[config.mk]
export PLATFORM = sky130hd
export DESIGN_NAME = char_lcd_write_sequencer_unit
export DESIGN_NICKNAME = d
export VERILOG_FILES = /design/src/clws_pkg.sv /design/src/clws_front.sv /design/src/clws_queue.sv /design/src/clws_back.sv /design/src/char_lcd_write_sequencer_unit.sv
export SDC_FILE = /design/constraint.sdc
export NUM_CORES = 1
export LEC_CHECK = 0
export ABC_AREA = 1
export BUFFER_PORTS_ARGS = -buffer_cell sky130_fd_sc_hd__buf_2
export CAP_MARGIN = 20
export CORE_ASPECT_RATIO = 0.6
export CORE_MARGIN = 3
export CORE_UTILIZATION = 60
export DETAILED_ROUTE_END_ITERATION = 6
export GPL_TIMING_DRIVEN = 0
export PLACE_DENSITY = 0.79
export REMOVE_ABC_BUFFERS = 1
export SYNTH_ARGS = -nofsm -noshare
export SYNTH_HDL_FRONTEND = slang
export SYNTH_SLANG_ARGS = --single-unit
[constraint.sdc]
create_clock -name clk -period 7.2 [get_ports clk]
set_clock_uncertainty 0.2 [all_clocks]
set_input_delay 0.36 -clock clk [delete_from_list [all_inputs] [get_ports clk]]
set_output_delay 0.36 -clock clk [all_outputs]
set_load 0.005 [all_outputs]
[src/clws_pkg.sv]
// shared types, constants and codes for the character lcd write sequencer
// no dependencies; used by every module of the block
`default_nettype none

package clws_pkg;

  // configuration port
  localparam int CFG_INDEX_W = 8;
  localparam logic [CFG_INDEX_W-1:0] REG_ENABLE_PULSE  = 8'd0;
  localparam logic [CFG_INDEX_W-1:0] REG_POWER_UP_WAIT = 8'd1;
  localparam logic [7:0] ENABLE_PULSE_RESET  = 8'd2;
  localparam logic [7:0] POWER_UP_WAIT_RESET = 8'd40;

  // stream widths
  localparam int IN_TDATA_W  = 40;
  localparam int IN_TUSER_W  = 3;
  localparam int OUT_TDATA_W = 24;
  localparam int HOLD_W      = 9;

  // number conversion and queue sizing
  localparam int MAX_DIGITS_DEFAULT = 10;
  localparam int BIN_W              = 32;
  localparam int BCD_DIGITS         = 10;
  localparam int DIGIT_IDX_W        = $clog2(BCD_DIGITS);
  localparam int QUEUE_DEPTH        = 4;

  // lcd command bytes
  localparam logic [7:0] CMD_FUNCTION_SET = 8'h38;
  localparam logic [7:0] CMD_DISPLAY_ON   = 8'h0C;
  localparam logic [7:0] CMD_CLEAR        = 8'h01;
  localparam logic [7:0] CMD_ENTRY_MODE   = 8'h06;
  localparam logic [7:0] CMD_SET_ADDR     = 8'h80;
  localparam logic [7:0] ROW1_OFFSET      = 8'h40;
  localparam logic [7:0] ASCII_ZERO       = 8'h30;

  // request kinds
  typedef enum logic [2:0] {
    FUNC_INIT    = 3'd0,
    FUNC_COMMAND = 3'd1,
    FUNC_CHAR    = 3'd2,
    FUNC_CLEAR   = 3'd3,
    FUNC_CURSOR  = 3'd4,
    FUNC_NUMBER  = 3'd5
  } func_t;

  // queued bus operations
  typedef enum logic {
    OP_IDLE  = 1'b0,
    OP_WRITE = 1'b1
  } op_kind_t;

  typedef struct packed {
    op_kind_t   kind;
    logic       rs;
    logic [7:0] data;
    logic [1:0] extra;
    logic       last;
  } lcd_op_t;

  // queue handshake between two parts
  typedef struct packed {
    logic    valid;
    lcd_op_t op;
  } op_req_t;

  typedef struct packed {
    logic [7:0] enable_pulse_ms;
    logic [7:0] power_up_wait_ms;
  } cfg_regs_t;

  typedef enum logic [2:0] {
    FS_IDLE,
    FS_INIT,
    FS_SINGLE,
    FS_CONVERT,
    FS_SIZE,
    FS_DIGITS
  } front_state_t;

  // register value of zero behaves as one millisecond
  function automatic logic [7:0] at_least_one(input logic [7:0] v);
    return (v == 8'd0) ? 8'd1 : v;
  endfunction

endpackage

`default_nettype wire

[src/clws_front.sv]
// front part: accepts requests, classifies them, converts numbers to digits
// and pushes bus operations into the queue; depends on clws_pkg
`default_nettype none

module clws_front #(
  parameter int MAX_DIGITS = clws_pkg::MAX_DIGITS_DEFAULT
) (
  input  wire logic                            clk,
  input  wire logic                            rst,
  input  wire logic                            in_valid,
  output logic                                 in_ready,
  input  wire logic [2:0]                      func,
  input  wire logic [clws_pkg::BIN_W-1:0]      value,
  input  wire logic                            row,
  input  wire logic [5:0]                      col,
  output clws_pkg::op_req_t                    push,
  input  wire logic                            push_ready
);

  localparam int BCD_W = 4 * clws_pkg::BCD_DIGITS;

  clws_pkg::front_state_t state, state_next;
  logic [2:0]                         step;
  logic [4:0]                         conv_count;
  logic [clws_pkg::BIN_W-1:0]         bin;
  logic [BCD_W-1:0]                   bcd;
  logic [BCD_W-1:0]                   bcd_adj;
  clws_pkg::lcd_op_t                  single_op;
  clws_pkg::lcd_op_t                  init_op;
  logic [clws_pkg::DIGIT_IDX_W-1:0]   digit_idx;
  logic [clws_pkg::DIGIT_IDX_W-1:0]   top_idx;
  logic [3:0]                         cur_digit;
  logic                               accept;

  assign in_ready = (state == clws_pkg::FS_IDLE);
  assign accept   = in_valid && in_ready;

  // add-three correction on every bcd digit before the shift
  always_comb begin
    for (int i = 0; i < clws_pkg::BCD_DIGITS; i++) begin
      bcd_adj[4*i +: 4] = (bcd[4*i +: 4] >= 4'd5) ? bcd[4*i +: 4] + 4'd3 : bcd[4*i +: 4];
    end
  end

  // highest nonzero digit, clamped to the digit limit
  always_comb begin
    top_idx = '0;
    for (int i = 0; i < clws_pkg::BCD_DIGITS; i++) begin
      if (bcd[4*i +: 4] != 4'd0) begin
        top_idx = clws_pkg::DIGIT_IDX_W'(i);
      end
    end
    if (top_idx > clws_pkg::DIGIT_IDX_W'(MAX_DIGITS - 1)) begin
      top_idx = clws_pkg::DIGIT_IDX_W'(MAX_DIGITS - 1);
    end
  end

  assign cur_digit = bcd[4*digit_idx +: 4];

  // fixed init sequence
  always_comb begin
    init_op.kind  = clws_pkg::OP_WRITE;
    init_op.rs    = 1'b0;
    init_op.last  = 1'b0;
    init_op.data  = 8'h00;
    init_op.extra = 2'd0;
    case (step)
      3'd0: begin
        init_op.kind = clws_pkg::OP_IDLE;
      end
      3'd1: begin
        init_op.data  = clws_pkg::CMD_FUNCTION_SET;
        init_op.extra = 2'd1;
      end
      3'd2: begin
        init_op.data  = clws_pkg::CMD_DISPLAY_ON;
        init_op.extra = 2'd1;
      end
      3'd3: begin
        init_op.data  = clws_pkg::CMD_CLEAR;
        init_op.extra = 2'd2;
      end
      default: begin
        init_op.data = clws_pkg::CMD_ENTRY_MODE;
        init_op.last = 1'b1;
      end
    endcase
  end

  // next state and queue request
  always_comb begin
    state_next = state;
    push       = '0;
    case (state)
      clws_pkg::FS_IDLE: begin
        if (accept) begin
          case (func)
            clws_pkg::FUNC_INIT:    state_next = clws_pkg::FS_INIT;
            clws_pkg::FUNC_COMMAND: state_next = clws_pkg::FS_SINGLE;
            clws_pkg::FUNC_CHAR:    state_next = clws_pkg::FS_SINGLE;
            clws_pkg::FUNC_CLEAR:   state_next = clws_pkg::FS_SINGLE;
            clws_pkg::FUNC_CURSOR:  state_next = clws_pkg::FS_SINGLE;
            clws_pkg::FUNC_NUMBER: begin
              if (value != '0) begin
                state_next = clws_pkg::FS_CONVERT;
              end
            end
            default: state_next = clws_pkg::FS_IDLE;
          endcase
        end
      end
      clws_pkg::FS_INIT: begin
        push.valid = 1'b1;
        push.op    = init_op;
        if (push_ready && step == 3'd4) begin
          state_next = clws_pkg::FS_IDLE;
        end
      end
      clws_pkg::FS_SINGLE: begin
        push.valid = 1'b1;
        push.op    = single_op;
        if (push_ready) begin
          state_next = clws_pkg::FS_IDLE;
        end
      end
      clws_pkg::FS_CONVERT: begin
        if (conv_count == 5'd31) begin
          state_next = clws_pkg::FS_SIZE;
        end
      end
      clws_pkg::FS_SIZE: begin
        state_next = clws_pkg::FS_DIGITS;
      end
      clws_pkg::FS_DIGITS: begin
        push.valid    = 1'b1;
        push.op.kind  = clws_pkg::OP_WRITE;
        push.op.rs    = 1'b1;
        push.op.data  = clws_pkg::ASCII_ZERO + {4'd0, cur_digit};
        push.op.extra = 2'd0;
        push.op.last  = (digit_idx == '0);
        if (push_ready && digit_idx == '0) begin
          state_next = clws_pkg::FS_IDLE;
        end
      end
      default: state_next = clws_pkg::FS_IDLE;
    endcase
  end

  // state register
  always_ff @(posedge clk) begin
    if (rst) begin
      state <= clws_pkg::FS_IDLE;
    end else begin
      state <= state_next;
    end
  end

  // working registers
  always_ff @(posedge clk) begin
    if (rst) begin
      step       <= '0;
      conv_count <= '0;
      digit_idx  <= '0;
    end else begin
      case (state)
        clws_pkg::FS_IDLE: begin
          step       <= '0;
          conv_count <= '0;
          bin        <= value;
          bcd        <= '0;
        end
        clws_pkg::FS_INIT: begin
          if (push_ready) begin
            step <= step + 3'd1;
          end
        end
        clws_pkg::FS_CONVERT: begin
          {bcd, bin} <= {bcd_adj[BCD_W-2:0], bin, 1'b0};
          conv_count <= conv_count + 5'd1;
        end
        clws_pkg::FS_SIZE: begin
          digit_idx <= top_idx;
        end
        clws_pkg::FS_DIGITS: begin
          if (push_ready && digit_idx != '0) begin
            digit_idx <= digit_idx - 1'b1;
          end
        end
        default: begin
        end
      endcase
    end
  end

  // single write for command, character, clear and cursor requests
  always_ff @(posedge clk) begin
    if (accept) begin
      single_op.kind  <= clws_pkg::OP_WRITE;
      single_op.extra <= 2'd0;
      single_op.last  <= 1'b1;
      single_op.rs    <= (func == clws_pkg::FUNC_CHAR);
      case (func)
        clws_pkg::FUNC_CLEAR:  single_op.data <= clws_pkg::CMD_CLEAR;
        clws_pkg::FUNC_CURSOR: begin
          single_op.data <= ({2'b00, col} + (row ? clws_pkg::ROW1_OFFSET : 8'h00))
                            | clws_pkg::CMD_SET_ADDR;
        end
        default: single_op.data <= value[7:0];
      endcase
    end
  end

endmodule

`default_nettype wire

[src/clws_queue.sv]
// short queue of bus operations between the front and back parts
// depends on clws_pkg
`default_nettype none

module clws_queue #(
  parameter int DEPTH = clws_pkg::QUEUE_DEPTH
) (
  input  wire logic               clk,
  input  wire logic               rst,
  input  wire clws_pkg::op_req_t  push,
  output logic                    push_ready,
  output logic                    pop_valid,
  output clws_pkg::lcd_op_t       pop_op,
  input  wire logic               pop_ready
);

  localparam int PTR_W = (DEPTH > 1) ? $clog2(DEPTH) : 1;
  localparam int CNT_W = $clog2(DEPTH + 1);

  clws_pkg::lcd_op_t entries [DEPTH];
  logic [PTR_W-1:0]  wr_ptr;
  logic [PTR_W-1:0]  rd_ptr;
  logic [CNT_W-1:0]  count;
  logic              do_push;
  logic              do_pop;

  assign push_ready = (count != CNT_W'(DEPTH));
  assign pop_valid  = (count != '0);
  assign pop_op     = entries[rd_ptr];
  assign do_push    = push.valid && push_ready;
  assign do_pop     = pop_valid && pop_ready;

  // entry storage
  always_ff @(posedge clk) begin
    if (do_push) begin
      entries[wr_ptr] <= push.op;
    end
  end

  // pointers and fill count
  always_ff @(posedge clk) begin
    if (rst) begin
      wr_ptr <= '0;
      rd_ptr <= '0;
      count  <= '0;
    end else begin
      if (do_push) begin
        wr_ptr <= (wr_ptr == PTR_W'(DEPTH - 1)) ? '0 : wr_ptr + 1'b1;
      end
      if (do_pop) begin
        rd_ptr <= (rd_ptr == PTR_W'(DEPTH - 1)) ? '0 : rd_ptr + 1'b1;
      end
      if (do_push && !do_pop) begin
        count <= count + 1'b1;
      end else if (!do_push && do_pop) begin
        count <= count - 1'b1;
      end
    end
  end

endmodule

`default_nettype wire

[src/clws_back.sv]
// back part: expands each queued operation into timed pin phases
// behind an output register; depends on clws_pkg
`default_nettype none

module clws_back (
  input  wire logic                         clk,
  input  wire logic                         rst,
  input  wire clws_pkg::cfg_regs_t          cfg,
  input  wire logic                         pop_valid,
  input  wire clws_pkg::lcd_op_t            pop_op,
  output logic                              pop_ready,
  output logic                              out_valid,
  input  wire logic                         out_ready,
  output logic                              out_rs,
  output logic                              out_en,
  output logic [7:0]                        out_byte,
  output logic [clws_pkg::HOLD_W-1:0]       out_hold,
  output logic                              out_last
);

  clws_pkg::lcd_op_t           op;
  logic                        op_valid;
  logic                        second;
  logic                        load_out;
  logic                        op_done;
  logic [clws_pkg::HOLD_W-1:0] pulse;
  logic [clws_pkg::HOLD_W-1:0] idle_hold;
  logic                        ph_rs;
  logic                        ph_en;
  logic [7:0]                  ph_byte;
  logic [clws_pkg::HOLD_W-1:0] ph_hold;
  logic                        ph_last;

  assign load_out  = !out_valid || out_ready;
  assign pop_ready = !op_valid;
  assign op_done   = (op.kind == clws_pkg::OP_IDLE) || second;

  // phase contents for the current operation
  always_comb begin
    pulse     = {1'b0, clws_pkg::at_least_one(cfg.enable_pulse_ms)};
    idle_hold = {1'b0, clws_pkg::at_least_one(cfg.power_up_wait_ms)};
    if (op.kind == clws_pkg::OP_IDLE) begin
      ph_rs   = 1'b0;
      ph_en   = 1'b0;
      ph_byte = 8'h00;
      ph_hold = idle_hold;
      ph_last = op.last;
    end else begin
      ph_rs   = op.rs;
      ph_en   = !second;
      ph_byte = op.data;
      ph_hold = second ? pulse + clws_pkg::HOLD_W'(op.extra) : pulse;
      ph_last = second && op.last;
    end
  end

  // current operation and phase
  always_ff @(posedge clk) begin
    if (rst) begin
      op_valid <= 1'b0;
      second   <= 1'b0;
    end else if (!op_valid) begin
      if (pop_valid) begin
        op_valid <= 1'b1;
        second   <= 1'b0;
      end
    end else if (load_out) begin
      op_valid <= !op_done;
      second   <= !op_done;
    end
  end

  always_ff @(posedge clk) begin
    if (!op_valid && pop_valid) begin
      op <= pop_op;
    end
  end

  // output register
  always_ff @(posedge clk) begin
    if (rst) begin
      out_valid <= 1'b0;
    end else if (load_out) begin
      out_valid <= op_valid;
    end
  end

  always_ff @(posedge clk) begin
    if (load_out && op_valid) begin
      out_rs   <= ph_rs;
      out_en   <= ph_en;
      out_byte <= ph_byte;
      out_hold <= ph_hold;
      out_last <= ph_last;
    end
  end

endmodule

`default_nettype wire

[src/char_lcd_write_sequencer_unit.sv]
// top level of the character lcd write sequencer: configuration registers,
// front part, operation queue and back part; depends on clws_pkg and submodules
// path: a request passes the front state register, a queue entry, the back operation
//   register and the output register; a number first runs a 32-step binary to bcd loop
// flow: the front takes a new request only once it has pushed every operation of the last
//   one, and it pushes only while the queue has room; the back takes a new operation only
//   after the last phase of the current one has been loaded into the output register
// reset: synchronous; queue emptied, enable pulse 2 ms, power-up wait 40 ms
`default_nettype none

module char_lcd_write_sequencer_unit #(
  parameter int MAX_DIGITS  = clws_pkg::MAX_DIGITS_DEFAULT,
  parameter int QUEUE_DEPTH = clws_pkg::QUEUE_DEPTH
) (
  input  wire logic                                 clk,
  input  wire logic                                 rst,
  // request stream
  input  wire logic                                 s_axis_tvalid,
  output logic                                      s_axis_tready,
  // value [31:0], row [32], col [38:33], zero pad [39]
  input  wire logic [clws_pkg::IN_TDATA_W-1:0]      s_axis_tdata,
  // func [2:0]
  input  wire logic [clws_pkg::IN_TUSER_W-1:0]      s_axis_tuser,
  // phase stream
  output logic                                      m_axis_tvalid,
  input  wire logic                                 m_axis_tready,
  // reg_select [0], enable_level [1], bus_byte [9:2], hold_ms [18:10], zero pad [23:19]
  output logic [clws_pkg::OUT_TDATA_W-1:0]          m_axis_tdata,
  output logic                                      m_axis_tlast,
  // configuration writes
  input  wire logic                                 cfg_valid,
  output logic                                      cfg_ready,
  input  wire logic [clws_pkg::CFG_INDEX_W-1:0]     cfg_index,
  input  wire logic [7:0]                           cfg_data
);

  clws_pkg::cfg_regs_t         cfg;
  clws_pkg::op_req_t           push;
  logic                        push_ready;
  logic                        pop_valid;
  clws_pkg::lcd_op_t           pop_op;
  logic                        pop_ready;
  logic                        out_rs;
  logic                        out_en;
  logic [7:0]                  out_byte;
  logic [clws_pkg::HOLD_W-1:0] out_hold;

  // configuration registers
  assign cfg_ready = 1'b1;

  always_ff @(posedge clk) begin
    if (rst) begin
      cfg.enable_pulse_ms  <= clws_pkg::ENABLE_PULSE_RESET;
      cfg.power_up_wait_ms <= clws_pkg::POWER_UP_WAIT_RESET;
    end else if (cfg_valid && cfg_ready) begin
      case (cfg_index)
        clws_pkg::REG_ENABLE_PULSE:  cfg.enable_pulse_ms  <= cfg_data;
        clws_pkg::REG_POWER_UP_WAIT: cfg.power_up_wait_ms <= cfg_data;
        default: begin
        end
      endcase
    end
  end

  // request classification and digit conversion
  clws_front #(
    .MAX_DIGITS (MAX_DIGITS)
  ) u_front (
    .clk        (clk),
    .rst        (rst),
    .in_valid   (s_axis_tvalid),
    .in_ready   (s_axis_tready),
    .func       (s_axis_tuser[2:0]),
    .value      (s_axis_tdata[31:0]),
    .row        (s_axis_tdata[32]),
    .col        (s_axis_tdata[38:33]),
    .push       (push),
    .push_ready (push_ready)
  );

  // operation queue
  clws_queue #(
    .DEPTH (QUEUE_DEPTH)
  ) u_queue (
    .clk        (clk),
    .rst        (rst),
    .push       (push),
    .push_ready (push_ready),
    .pop_valid  (pop_valid),
    .pop_op     (pop_op),
    .pop_ready  (pop_ready)
  );

  // phase generation
  clws_back u_back (
    .clk       (clk),
    .rst       (rst),
    .cfg       (cfg),
    .pop_valid (pop_valid),
    .pop_op    (pop_op),
    .pop_ready (pop_ready),
    .out_valid (m_axis_tvalid),
    .out_ready (m_axis_tready),
    .out_rs    (out_rs),
    .out_en    (out_en),
    .out_byte  (out_byte),
    .out_hold  (out_hold),
    .out_last  (m_axis_tlast)
  );

  // result packing
  assign m_axis_tdata = {5'd0, out_hold, out_byte, out_en, out_rs};

endmodule

`default_nettype wire

==> results of run 1 <==
[per-stage QoR]
stage	std cells	cell area [um^2]	hold WS (ns)
2_1_floorplan	1040	9960	0.2291
3_3_place_gp	1352	10670	0.2538
6_report	1424	11700	0.02143
4_1_cts	1424	11700	0.002060
3_5_place_dp	1359	10770	0.2817
5_1_grt	1424	11700	0.01595
[where the power goes]
group / internal (uW) / leakage [uW] / switching, uW / total [uW]
clock: 578 / 0.000317 / 440 / 1020
sequential: 1750 / 0.00192 / 222 / 1980
combinational: 414 / 0.00255 / 867 / 1280
[layer usage]
layer	share of wire, %	wire length [um]	global-route usage, %
met1	48	10330	35.58
met2	43	9339	36.75
met3	7.7	1668	3.928
met4	1.5	318	4.644
met5	0	0	0
[synthesized netlist by cell type, drive strengths merged]
cell	number	area, um^2
ha	38	475.5
edfxtp	166	4985
fa	2	40.04
nand3	37	190.2
o21ai	137	696.9
nand3b	2	15.01
a31oi	1	6.260
inv	146	550.5
nor2	122	462.9
xor2	12	105.1
o2111ai	1	8.760
a21o	1	7.510
buf	13	85.08
nor4	3	18.77
o22ai	13	81.33
clkbuf	25	93.84
a21oi	80	407.9
o211ai	6	50.05
or2	4	25.02
o221ai	1	8.760
xnor2	1	8.760
o21a	1	7.510
nor3b	1	7.510
nand4	3	18.77
a211oi	13	102.6
nand2	173	664.4
dfxtp	41	820.8
and2	2	12.51
nor3	25	141.4
a31o	1	8.760
o22a	1	8.760
conb	2	7.510
[state kept, by name, indices dropped and copies added, names as in the netlist, 4 cells and up]
register / count
u_queue.entries: 52
u_front.bcd: 40
u_front.bin: 32
cfg: 16
u_back.op: 13
u_back.out_hold: 9
u_front.single_op: 9
u_back.out_byte: 8
u_front.conv_count: 5
u_front.digit_idx: 4
[worst max-delay path: stages (launching register included)]
cell and delay (ns):
dfxtp_1 0.36, inv_1 0.13, nand3_2 0.75, nand2_1 0.33, inv_1 0.15, nor2_4 0.40
buf_12 0.26, buf_12 0.23
[path summary, 6_finish.rpt]
kind                           endpoint                  start  slack (ns)  depth (start not counted)
setup / recovery        u_front.bin[23]       u_front.state[2]        4.04                          7
hold / removal          u_front.bin[11]       s_axis_tdata[11]        0.02                          3
setup reg to reg        u_front.bin[23]       u_front.state[2]        4.04                          7
hold reg to reg   u_front.conv_count[4]  u_front.conv_count[4]        0.29                          2
[layout make-up]
type / count / area [um^2] / share of cell area (%)
Inverter: 146 / 550.5 / 4.705
Clock inverter: 7 / 47.55 / 0.4064
Tap cell: 228 / 285.3 / 2.438
Clock buffer: 29 / 595.6 / 5.090
Multi-Input combinational cell: 687 / 3611 / 30.86
Timing Repair Buffer: 120 / 804.5 / 6.876
Sequential cell: 207 / 5806 / 49.62
[kinds of logic after synthesis]
logic type	Yosys count	share of synthesized area [%]
and+or+nand+nor	372	15.38
AOI/OAI and AO/OA	256	13.78
DFF	207	57.35
buffers and inverters	184	7.206
adders and majority gates	40	5.092
xor gates and xnor gates	13	1.125
other	2	0.07418
==> results.toml, run 1 <==
[global_route]
first_global_vias = 7219
grt_pass1_wl_um = 35670
antenna_found_initial = 0
gr-total-overflow = 0
track_usage_pct = 23.61
grt_max_degree = 46

[drt]
num_vias = 7725
wl_per_cell_um = 15.21
firstDrtPassIters = 6
drt-initial-drc-count = 748
wl_um = 21660
post_drt_via_cell_ratio = 5.425
antenna_left = 0
drcViolationCount = 0

[clock_tree]
root_buffer = "clkbuf_16"
cts_resized = 0
clkSlewWorstSetupHoldPaths_ns = 0.07
cts_setup_buffers = 0
clkLatencyLatePin_ns = 0.50
cts_num_sinks = 207
cts_buffers = 20
htree_num_levels = 1
cts_hold_buffers = 29
cts_buffer_depth = 3
cts_tree = "yes"

[synthesis]
synth-seq-cells = 207
netlist_area_mm2 = 0.01012
synth_cell_types = 45
netlist_instances = 1074
yosysWarnings = 0
ys_seq_area_share_pct = 57.35
avgSynthCellArea_um2 = 9.426

[floorplan]
die_y_um = 106.6
ios = 92
initial_utilization_pct = 61.74
row_count = 36
core_area_mm2 = 0.01640
die_area_mm2 = 0.01852
die_w_um = 173.7

[timing]
finalHoldViolations = 0
period_share_pct = 43.88
worstMarginPinSlew_ns = 0.9938
tns_ns = 0
fmax_mhz = 316.5
slew_viol_final = 0
finalSetupViolCount = 0
slew_headroom_pct = 33.66
post-route-min-period_ns = 3.160
worst_slack_ns = 4.041
rsz0062_at_grt = "false"

[critical_path]
startpoint_type = "flop"
crit_fanout = 37
critPathKind = "flop to flop"
worstSetupEndpointType = "flop"
crit_required_ns = 7.20
cp.arrival_ns = 3.16

[place]
io_buffers = 84
post-place-ws_ns = 4.097
hpwl_um = 14740
gp_congestion = 0.9082

[power]
power_leakage_uw = 0.004795
finalPower_uw = 4275
power.density_mw_per_mm2 = 365.4
ir_worst_vdd_mv = 0.2399

[finish]
layout_common_cells = "nand2_1, edfxtp_1, inv_1"
postLayoutCoreUtil_pct = 71.36
nFillCells = 1245
nets = 1286
area_growth_pct = 15.57
final_common_cell = "nand2_1"
layout-drive-gt1-share_pct = 12.29
diodes = 0

[min_path]
hp-class = "input port to flop"

[flow_run]
cap_violations = 0

[outcome]
status = "completed"
No activity file was read; power rests on OpenSTA's default activity.
==> run 2: changes to the inputs <==
==> constraint.sdc (replaced) <==
create_clock -name clk -period 3 [get_ports clk]
set_clock_uncertainty 0.2 [all_clocks]
set_input_delay 0.15 -clock clk [delete_from_list [all_inputs] [get_ports clk]]
set_output_delay 0.15 -clock clk [all_outputs]
set_load 0.005 [all_outputs]
==> run 2 against run 1 <==
  * Hold slack improved by 0.019 ns
  * Combinational power up 150%
  * Fmax up 13%
  * Register-to-register slack worse by 3.8 ns
  * Core utilization grew 2.4 points
==> results.toml, run 2 (synthesis results as in run 1) <==
[outcome]
status = "completed"

[critical_path]
worst-path-buf-inv = 4
crit_start = "u_front.state[0]"
slowest_stage = "fa_1"
cp_top_family = "simple AND/OR/NAND/NOR gates"
path_cells = "inv_1 -> nor2_2 -> nand2_2 -> inv_4 -> nor2_2 -> nand2_2 -> nand2_2 -> inv_1 -> ha_1 -> inv_1 -> fa_1 -> nor2_1 -> nor2_1 -> nand2_1 -> o21ai_0 -> a21oi_1"
slowest_delay_ns = 0.45
cp.arrival_ns = 3.00
reg2reg_slack_ns = 0.21
worstSetupEndpointType = "flop"
reg2reg_depth = 16
startpoint_type = "flop"
path_depth = 16
crit_fanout = 9
crit_end = "u_queue.count[2]"
crit_required_ns = 3.22
r2r_start = "u_front.state[0]"
critPathKind = "flop to flop"
reg2reg_to = "u_queue.count[2]"

[timing]
slew_headroom_pct = 32.19
post-route-min-period_ns = 2.785
worstMarginPinSlew_ns = 1.016
fmax_mhz = 359.1
finalHoldViolations = 0
finalSetupViolCount = 0
slew_viol_final = 0
rsz0062_at_grt = "false"
tns_ns = 0
period_share_pct = 92.83

[floorplan]
core_area_mm2 = 0.01640
row_count = 36
die_area_mm2 = 0.01852
initial_utilization_pct = 61.74
die_w_um = 173.7
die_y_um = 106.6
ios = 92

[finish]
top_register = "u_queue.entries"
final_common_cell = "nand2_1"
layout-drive-gt1-share_pct = 12.07
reg_top3 = "u_queue.entries (52), u_front.bcd (40), u_front.bin (32)"
seq_area_mm2 = 0.005808
nFillCells = 1145
multi_input_area_mm2 = 0.003625
layout_common_cells = "nand2_1, edfxtp_1, inv_1"
design_area_mm2 = 0.01210
largest_register_ffs = 52
nets = 1324
area_growth_pct = 19.52

[clock_tree]
cts_tree = "yes"
htree_num_levels = 1
cts_setup_buffers = 0
clkLatencyLatePin_ns = 0.50
cts_buffer_depth = 3
cts_buffers = 20
root_buffer = "clkbuf_16"
cts_num_sinks = 207
clkSlewWorstSetupHoldPaths_ns = 0.07

[drt]
wl_met1_um = 10660
antenna_left = 0
firstDrtPassIters = 6
wl_met3_um = 1899
wl_um = 24000
drt-initial-drc-count = 815
drcViolationCount = 0
top_layer = "met4"
num_vias = 8123
wl_met2_um = 10800
wl_per_cell_um = 16.41
post_drt_via_cell_ratio = 5.552

[place]
hpwl_um = 14740
io_buffers = 84
gp_congestion = 0.9082
place_area_mm2 = 0.01077

[global_route]
antenna_found_initial = 1
gr-total-overflow = 0
grt_max_degree = 46
first_global_vias = 7742
grt_pass1_wl_um = 38780
track_usage_pct = 25.96

[power]
power_leakage_uw = 0.004949
power.density_mw_per_mm2 = 857.7
ir_worst_vdd_mv = 0.5593

[flow_run]
cap_violations = 0

[min_path]
hp-class = "input port to flop"
min_from = "cfg_index[0]"
-- run 2: per-layer routing --
layer  track usage [%]  up-vias
met5                 0        -
met1             36.92     3736
li1                  -     3921
met4             7.225        0
met3             4.636       61
met2             41.71      405
-- run 2: layout make-up --
class / instances / share of cell area, %
flip-flops and latches: 207 / 48.00
multi-input cells: 687 / 29.96
repair buffers: 158 / 9.793
clock buffers: 29 / 4.922
inverters: 146 / 4.550
well taps: 228 / 2.358
clock inverters: 7 / 0.3930
diodes: 1 / 0.02068
-- run 2: report_power, final --
part	internal (uW)	switching [uW]	leakage (uW)	total, uW
clock	1390	1070	0.000317	2460
combinational	1030	2120	0.00271	3150
sequential	4220	552	0.00193	4770
total	6640	3740	0.00495	10400
-- run 2: worst min-delay path by stage --
stage	endpoint	slack, ns	cells after the start
2_1_floorplan	u_back.out_valid	0.02	1
3_3_place_gp	cfg[5]	0.18	3
3_5_place_dp	cfg[5]	0.17	3
4_1_cts	cfg[8]	0.02	5
5_1_grt	cfg[15]	0.09	5
6_report	cfg[8]	0.04	5
-- run 2: worst reg2reg max path, stage by stage (launching register included) --
cell and delay (ns):
dfxtp_2 0.40, inv_1 0.09, nor2_2 0.17, nand2_2 0.18, inv_4 0.17, nor2_2 0.06, nand2_2 0.10, nand2_2 0.13
inv_1 0.09, ha_1 0.14, inv_1 0.07, fa_1 0.45, nor2_1 0.12, nor2_1 0.04, nand2_1 0.07, o21ai_0 0.07
a21oi_1 0.15
-- run 2: timing repair --
action	CTS	global route
hold buffers	67	0
hold endpoints to repair	79	0
gates cloned	0	0
endpoints found under the setup margin	34	12
gates resized for setup	1	3
-- run 2: per-stage QoR --
stage	cells	worst slack [ns]	power (uW)	hold WS [ns]	utilization [%]
floorplan	1040	-1.881	6751	0.01907	-
global placement	1352	-3.814	7408	0.1755	65.05
detailed placement	1359	-0.1031	7785	0.1741	65.67
CTS	1462	0.1557	10320	0.02163	73.73
global route	1463	0.05523	11030	0.09169	73.79
finish	1463	0.2150	10380	0.04065	73.79
